**src/rtl/mlq_pkg.sv**
```systemverilog
`default_nettype none
// ----------------------------------------------------------------------------
// mlq_pkg
// Shared sizes, operation codes, status codes and budget reset values for
// the multilevel ready-queue scheduler.
// ----------------------------------------------------------------------------
package mlq_pkg;

  localparam int NUM_LEVELS  = 8;
  localparam int QUEUE_DEPTH = 16;

  localparam int LVL_W  = $clog2(NUM_LEVELS);
  localparam int PTR_W  = $clog2(QUEUE_DEPTH);
  localparam int CNT_W  = $clog2(QUEUE_DEPTH + 1);
  localparam int ADDR_W = $clog2(NUM_LEVELS * QUEUE_DEPTH);

  localparam int OP_W     = 2;
  localparam int PID_W    = 8;
  localparam int LEVEL_W  = 3;
  localparam int USED_W   = 8;
  localparam int STATUS_W = 2;
  localparam int BUDGET_W = 16;

  typedef enum logic [OP_W-1:0] {
    OP_ADD    = 2'd0,
    OP_SELECT = 2'd1,
    OP_CHARGE = 2'd2,
    OP_READ   = 2'd3
  } op_t;

  typedef enum logic [STATUS_W-1:0] {
    ST_OK      = 2'd0,
    ST_DROPPED = 2'd1,
    ST_NONE    = 2'd2
  } status_t;

  typedef logic signed [BUDGET_W-1:0] budget_t;

  function automatic budget_t budget_init(input int idx);
    budget_init = BUDGET_W'(NUM_LEVELS - idx);
  endfunction

endpackage
`default_nettype wire

```
**src/rtl/mlq_slot_budget_scheduler.sv**
```systemverilog
`default_nettype none
// ----------------------------------------------------------------------------
// mlq_slot_budget_scheduler
// Multilevel ready-queue scheduler with one id FIFO and one signed slot
// budget per priority level.
//
// Input channel (in_valid / in_stall) carries opcode, process_id, level and
// slice_used. Output channel (out_valid / out_stall) carries one result per
// input item: granted, grant_id, grant_level, status, budget_left, any_ready.
// An item is taken when valid is high and stall is low.
//
// Each item passes through the EXEC state, for the level scan and the update of
// the per-level pointers, counts and budgets together with the access to
// the id memory, and then the DONE state, for the registered read data of
// that memory, from which the result is loaded into the output register.
// The next item is taken in the same cycle the result is loaded, so the
// block takes no new item until the last one is through its DONE state.
// A stalled result holds in the output register; the block then holds
// in_stall high until the result can move.
// Reset empties every queue and sets each budget to the level count minus
// the level index; the id memory needs no clearing pass.
// ----------------------------------------------------------------------------
module mlq_slot_budget_scheduler
  import mlq_pkg::*;
(
  input  wire logic                       clk,
  input  wire logic                       rst,
  input  wire logic                       in_valid,
  output logic                            in_stall,
  input  wire logic [OP_W-1:0]            opcode,
  input  wire logic [PID_W-1:0]           process_id,
  input  wire logic [LEVEL_W-1:0]         level,
  input  wire logic [USED_W-1:0]          slice_used,
  output logic                            out_valid,
  input  wire logic                       out_stall,
  output logic                            granted,
  output logic [PID_W-1:0]                grant_id,
  output logic [LEVEL_W-1:0]              grant_level,
  output logic [STATUS_W-1:0]             status,
  output logic signed [BUDGET_W-1:0]      budget_left,
  output logic                            any_ready
);

  typedef enum logic [2:0] {
    S_IDLE = 3'b001,
    S_EXEC = 3'b010,
    S_DONE = 3'b100
  } state_t;

  state_t state;

  logic [OP_W-1:0]    item_op;
  logic [PID_W-1:0]   item_pid;
  logic [LEVEL_W-1:0] item_level;
  logic [USED_W-1:0]  item_used;

  logic [PTR_W-1:0] head  [NUM_LEVELS];
  logic [PTR_W-1:0] tail  [NUM_LEVELS];
  logic [CNT_W-1:0] count [NUM_LEVELS];
  budget_t          budget [NUM_LEVELS];

  logic [PID_W-1:0] queue_mem [NUM_LEVELS * QUEUE_DEPTH];
  logic [PID_W-1:0] mem_rdata;
  logic             mem_we;
  logic             mem_re;
  logic [ADDR_W-1:0] mem_waddr;
  logic [ADDR_W-1:0] mem_raddr;

  logic                res_granted;
  logic [LEVEL_W-1:0]  res_level;
  status_t             res_status;
  budget_t             res_budget;

  logic [NUM_LEVELS-1:0] nonempty;
  logic [NUM_LEVELS-1:0] cand;
  logic                  any_nonempty;
  logic                  found_cand;
  logic [LVL_W-1:0]      pick_cand;
  logic [LVL_W-1:0]      pick_any;
  logic [LVL_W-1:0]      pick;
  logic                  lvl_ok;
  logic [LVL_W-1:0]      lvl_idx;
  logic                  full;
  logic signed [BUDGET_W:0] diff;
  budget_t               charged;
  logic                  out_free;
  logic                  take;

  assign out_free = !out_valid || !out_stall;
  assign in_stall = !((state == S_IDLE) || ((state == S_DONE) && out_free));
  assign take     = in_valid && !in_stall;

  always_comb begin
    nonempty   = '0;
    cand       = '0;
    found_cand = 1'b0;
    pick_cand  = '0;
    pick_any   = '0;
    for (int i = NUM_LEVELS - 1; i >= 0; i--) begin
      nonempty[i] = (count[i] != '0);
      cand[i]     = nonempty[i] && (budget[i] > 0);
      if (cand[i]) begin
        found_cand = 1'b1;
        pick_cand  = LVL_W'(i);
      end
      if (nonempty[i]) begin
        pick_any = LVL_W'(i);
      end
    end
    any_nonempty = |nonempty;
    pick         = found_cand ? pick_cand : pick_any;
    lvl_ok       = int'(item_level) < NUM_LEVELS;
    lvl_idx      = LVL_W'(item_level);
    full         = count[lvl_idx] >= CNT_W'(QUEUE_DEPTH);
    diff         = {budget[lvl_idx][BUDGET_W-1], budget[lvl_idx]}
                   - {{(BUDGET_W + 1 - USED_W){1'b0}}, item_used};
    charged      = (diff[BUDGET_W] != diff[BUDGET_W-1])
                   ? {1'b1, {(BUDGET_W - 1){1'b0}}} : diff[BUDGET_W-1:0];
    mem_we       = (state == S_EXEC) && (item_op == OP_ADD) && lvl_ok && !full;
    mem_re       = (state == S_EXEC) && (item_op == OP_SELECT);
    mem_waddr    = ADDR_W'(int'(lvl_idx) * QUEUE_DEPTH + int'(tail[lvl_idx]));
    mem_raddr    = ADDR_W'(int'(pick) * QUEUE_DEPTH + int'(head[pick]));
  end

  always_ff @(posedge clk) begin
    if (mem_we) begin
      queue_mem[mem_waddr] <= item_pid;
    end
    if (mem_re) begin
      mem_rdata <= queue_mem[mem_raddr];
    end
  end

  always_ff @(posedge clk) begin
    if (take) begin
      item_op    <= opcode;
      item_pid   <= process_id;
      item_level <= level;
      item_used  <= slice_used;
    end
  end

  always_ff @(posedge clk) begin
    if (rst) begin
      state <= S_IDLE;
      for (int i = 0; i < NUM_LEVELS; i++) begin
        head[i]   <= '0;
        tail[i]   <= '0;
        count[i]  <= '0;
        budget[i] <= budget_init(i);
      end
    end else begin
      case (state)
        S_IDLE: begin
          if (take) begin
            state <= S_EXEC;
          end
        end
        S_EXEC: begin
          res_granted <= 1'b0;
          res_level   <= '0;
          res_status  <= ST_OK;
          res_budget  <= '0;
          case (item_op)
            OP_ADD: begin
              if (!lvl_ok || full) begin
                res_status <= ST_DROPPED;
              end else begin
                tail[lvl_idx]  <= (tail[lvl_idx] == PTR_W'(QUEUE_DEPTH - 1))
                                  ? '0 : tail[lvl_idx] + 1'b1;
                count[lvl_idx] <= count[lvl_idx] + 1'b1;
              end
              if (lvl_ok) begin
                res_budget <= budget[lvl_idx];
              end
            end
            OP_SELECT: begin
              if (!any_nonempty) begin
                res_status <= ST_NONE;
              end else begin
                if (!found_cand) begin
                  for (int i = 0; i < NUM_LEVELS; i++) begin
                    budget[i] <= budget_init(i);
                  end
                end
                head[pick]  <= (head[pick] == PTR_W'(QUEUE_DEPTH - 1))
                               ? '0 : head[pick] + 1'b1;
                count[pick] <= count[pick] - 1'b1;
                res_granted <= 1'b1;
                res_level   <= LEVEL_W'(pick);
                res_budget  <= found_cand ? budget[pick] : budget_init(int'(pick));
              end
            end
            OP_CHARGE: begin
              if (lvl_ok) begin
                budget[lvl_idx] <= charged;
                res_budget      <= charged;
              end
            end
            default: begin
              if (lvl_ok) begin
                res_budget <= budget[lvl_idx];
              end
            end
          endcase
          state <= S_DONE;
        end
        S_DONE: begin
          if (out_free) begin
            state <= take ? S_EXEC : S_IDLE;
          end
        end
        default: begin
          state <= S_IDLE;
        end
      endcase
    end
  end

  always_ff @(posedge clk) begin
    if (rst) begin
      out_valid <= 1'b0;
    end else if ((state == S_DONE) && out_free) begin
      out_valid <= 1'b1;
    end else if (!out_stall) begin
      out_valid <= 1'b0;
    end
  end

  always_ff @(posedge clk) begin
    if ((state == S_DONE) && out_free) begin
      granted     <= res_granted;
      grant_id    <= res_granted ? mem_rdata : '0;
      grant_level <= res_level;
      status      <= res_status;
      budget_left <= res_budget;
      any_ready   <= any_nonempty;
    end
  end

endmodule
`default_nettype wire
```
**config.mk**
```make
export PLATFORM = sky130hd
export DESIGN_NAME = mlq_slot_budget_scheduler
export DESIGN_NICKNAME = d
export VERILOG_FILES = /design/src/rtl/mlq_pkg.sv /design/src/rtl/mlq_slot_budget_scheduler.sv
export SDC_FILE = /design/constraint.sdc
export NUM_CORES = 2
export LEC_CHECK = 0
export ABC_CLOCK_PERIOD_IN_PS = 14300
export BUFFER_PORTS_ARGS = -buffer_cell sky130_fd_sc_hd__buf_2
export CELL_PAD_IN_SITES_DETAIL_PLACEMENT = 1
export CELL_PAD_IN_SITES_GLOBAL_PLACEMENT = 1
export CORE_ASPECT_RATIO = 1.5
export CORE_MARGIN = 5
export CORE_UTILIZATION = 48
export DETAILED_ROUTE_END_ITERATION = 10
export PLACE_DENSITY_LB_ADDON = 0.1
export SYNTH_ARGS = -nofsm -noshare
export SYNTH_HDL_FRONTEND = slang
export SYNTH_SLANG_ARGS = --single-unit
```
**constraint.sdc**
```tcl
create_clock -name clk -period 14.3 [get_ports clk]
set_input_delay 0.715 -clock clk [delete_from_list [all_inputs] [get_ports clk]]
set_output_delay 0.715 -clock clk [all_outputs]
set_load 0.02 [all_outputs]
```
==> impl_metrics.sql <==
INSERT INTO impl_metrics (metric_group, metric, value, unit) VALUES
('worst_setup_path', 'endpoint_of_the_worst_slack_reg_to_reg_timing_path', 'mem_rdata[6]', ''),
('synthesis', 'syn_area', '57400', 'um2'),
('power_and_ir_drop', 'switching_power', '2290', 'uW'),
('worst_setup_path', 'max_stage_delay', '1.19', 'ns'),
('sta', 'finalSetupViolCount', '0', ''),
('global_route', 'maximum_number_of_pins_on_one_net_before_global_route_repair', '125', ''),
('floorplanning', 'core.rowCount', '155', ''),
('sta', 'timing.final.crit_period', '8.80', 'ns'),
('worst_setup_path', 'cell_by_cell_trace_of_the_critical_path', 'nor4_1, nand4_1, a2bb2oi_1, o311a_2, nand3_2, o22a_1, a22oi_2, buf_4, buf_12, buf_4, buf_4, mux2i_1, a221oi_1, and3_1, nor4_1, nand4_1', ''),
('clock_tree', 'cts-root-to-sink-buffers', '3', ''),
('cells_and_area', 'layout.cells.most_common_list', 'sky130_fd_sc_hd__edfxtp_1, sky130_fd_sc_hd__nand2_1, sky130_fd_sc_hd__nor2_1', ''),
('worst_setup_path', 'critical_path.slowest_cell', 'sky130_fd_sc_hd__nor4_1', ''),
('worst_setup_path', 'arrival_time_worst_endpoint', '9.25', 'ns'),
('drt', 'detailroute.via_count', '38000', ''),
('synthesis', 'synth_enable_flop_cells', '1338', ''),
('outcome', 'violated_checks', 'capacitance limit, slew limit', ''),
('power_and_ir_drop', 'comb_power_share', '11.4', '%'),
('clock_tree', 'cts_resized', '0', ''),
('worst_setup_path', 'worstPathMaxFanout', '124', ''),
('worst_setup_path', 'worst_path_depth', '16', ''),
('cells_and_area', 'post_route_cells_drive_above_1_share', '10.4', '%'),
('min_path', 'worstHoldPathType', 'primary input to register', ''),
('cells_and_area', 'most_common_library_cell_in_the_layout_ignoring_fill_and_taps', 'sky130_fd_sc_hd__edfxtp_1', ''),
('drt', 'wl_met3', '11100', 'um'),
('worst_setup_path', 'worst_ep_required', '14.75', 'ns'),
('synthesis', 'synth_fp_nets', '4419', ''),
('drt', 'm1WireLength', '69300', 'um'),
('sta', 'period_share', '61.5', '%'),
('global_route', 'antenna_found_initial', '2', ''),
('floorplanning', 'initial_utilization', '48.3', '%'),
('floorplanning', 'io_pins', '58', ''),
('floorplanning', 'coreArea', '119000', 'um2'),
('drt', 'wl_met2', '101000', 'um'),
('synthesis', 'post_synth_inst_count', '4376', ''),
('drt', 'routed_wire_length_per_instance', '32.5', 'um'),
('floorplanning', 'die-area', '127000', 'um2'),
('sta', 'timing_max_transition_violations_final', '1', ''),
('synthesis', 'sequential_cell_area_fraction_in_the_yosys_report', '70.2', '%'),
('synthesis', 'yosys_warnings', '0', ''),
('flow_run', 'cap_viol_max_count', '1', ''),
('place', 'io_buffers', '57', ''),
('sta', 'headroom_to_the_max_slew_limit', '-0.161', '%'),
('worst_setup_path', 'crit_end', 'mem_rdata[6]', ''),
('synthesis', 'yosysUniqueCellTypes', '91', ''),
('sta', 'tightest_slew', '1.46', 'ns'),
('power_and_ir_drop', 'power.density_cell_area', '141', 'nW/um2'),
('global_route', 'number_of_global_route_vias_before_repair', '39600', ''),
('drt', 'dr.max_layer_used', 'met5', ''),
('place', 'hpwlAfterDp', '127000', 'um'),
('power_and_ir_drop', 'seqPwrFrac', '49.1', '%'),
('worst_setup_path', 'reg2reg_setup_slack', '5.50', 'ns'),
('power_and_ir_drop', 'worst_ir_drop_vdd', '0.000115', 'V'),
('sta', 'totalNegativeSetupSlack', '0', 'ns'),
('worst_setup_path', 'reg2reg_depth', '16', ''),
('drt', 'dr.first_iter.drc_count', '3441', ''),
('global_route', 'overflow', '0', ''),
('worst_setup_path', 'timing_worst_setup_path_type', 'register to register', ''),
('drt', 'drt-vias-per-instance', '6.27', ''),
('sta', 'max_freq', '0.114', 'GHz'),
('outcome', 'status', 'finished with violations', ''),
('sta', 'finClkSkew', '0.0304', 'ns'),
('worst_setup_path', 'cpLargestDelayFamily', 'simple AND/OR/NAND/NOR gates', ''),
('synthesis', 'ys_async_sr_fraction', '0', '%'),
('place', 'place_congestion', '0.968', ''),
('worst_setup_path', 'cp_common_cell', 'sky130_fd_sc_hd__buf_4', ''),
('clock_tree', 'insertion_delay', '0.77', 'ns'),
('clock_tree', 'postCtsSetupRepairBufs', '0', ''),
('power_and_ir_drop', 'clock_power_share', '39.5', '%'),
('clock_tree', 'cts_tree', 'done', ''),
('place', 'pre_cts_ws', '6.09', 'ns'),
('cells_and_area', 'area_delta_synth_final', '10.7', '%');
==> power by group through the flow <==
stage	sequential [uW]	combinational (uW)	clock [uW]
floorplan	4500	598	0
global placement	4490	1000	0
detailed placement	4490	1020	0
CTS	4410	1020	3590
global route	4410	1070	3760
finish	4410	1020	3550
==> stage by stage <==
stage / utilization (%) / std cells / power (uW) / cell area, um2 / hold slack (ns)
after floorplan: - / 4376 / 5100 / 57400 / 0.400
after global placement: 49.8 / 5822 / 5500 / 59300 / 0.400
after detailed placement: 49.8 / 5822 / 5510 / 59300 / 0.405
after CTS: 53.5 / 6056 / 9020 / 63600 / 0.0722
after global routing: 53.5 / 6056 / 9240 / 63600 / 0.0890
final: 53.5 / 6061 / 8980 / 63600 / 0.122
==> registers in the layout, indices dropped and copies added (netlist names), 3 cells and up, named ones only <==
name         flops
queue_mem     1024
budget         128
count           40
head            32
tail            32
budget_left     16
res_budget      16
grant_id         8
item_pid         8
item_used        8
mem_rdata        8
grant_level      3
item_level       3
res_level        3
state            3
==> synth_stat cells (30+ instances only) <==
cell type,n,area (um2)
sky130_fd_sc_hd__a31oi_1,32,200
sky130_fd_sc_hd__inv_1,30,113
sky130_fd_sc_hd__mux4_2,62,1400
sky130_fd_sc_hd__edfxtp_1,1338,40200
sky130_fd_sc_hd__nand3_1,373,1870
sky130_fd_sc_hd__nand4_1,60,375
sky130_fd_sc_hd__a21oi_1,80,400
sky130_fd_sc_hd__nor3_1,56,280
sky130_fd_sc_hd__nand2_1,846,3180
sky130_fd_sc_hd__nor2_1,491,1840
sky130_fd_sc_hd__buf_2,87,435
sky130_fd_sc_hd__mux2i_1,193,1930
sky130_fd_sc_hd__clkbuf_1,126,473
sky130_fd_sc_hd__nor4_1,74,463
sky130_fd_sc_hd__o22ai_1,44,275
==> layout make-up <==
cell class,instances,area [um2]
Clock buffer,168,3610
Sequential cell,1345,40300
Clock inverter,66,697
Tap cell,1570,1960
Timing Repair Buffer,141,966
Fill cell,11700,55300
Antenna cell,5,12.5
Inverter,34,148
Multi-Input combinational cell,2732,15900
==> logic make-up after synthesis <==
kind of cell | after synthesis | synth area share, %
AOI/OAI and AO/OA | 407 | 5.21
xor gates and xnor gates | 17 | 0.259
adders and majority gates | 18 | 0.405
buffers and inverters | 299 | 2.42
DFF | 1345 | 70.2
muxes | 276 | 6.21
and+or+nand+nor | 2014 | 15.3
==> layer usage <==
| layer | vias to the layer above | track usage [%] |
|---|---|---|
| met5 | - | 0 |
| met2 | 1464 | 54.0 |
| met1 | 19600 | 34.2 |
| li1 | 16400 | - |
| met4 | 2 | 20.8 |
| met3 | 502 | 4.76 |
==> worst min-delay path by stage <==
stage,from,endpoint,cells past startpoint
5_1_grt,slice_used[7],item_used[7],1
2_1_floorplan,res_budget[0],budget_left[0],0
3_3_place_gp,res_budget[1],budget_left[1],0
4_1_cts,process_id[1],item_pid[1],1
3_5_place_dp,res_budget[1],budget_left[1],0
6_report,slice_used[7],item_used[7],1
(Power assumes the default switching activity.)
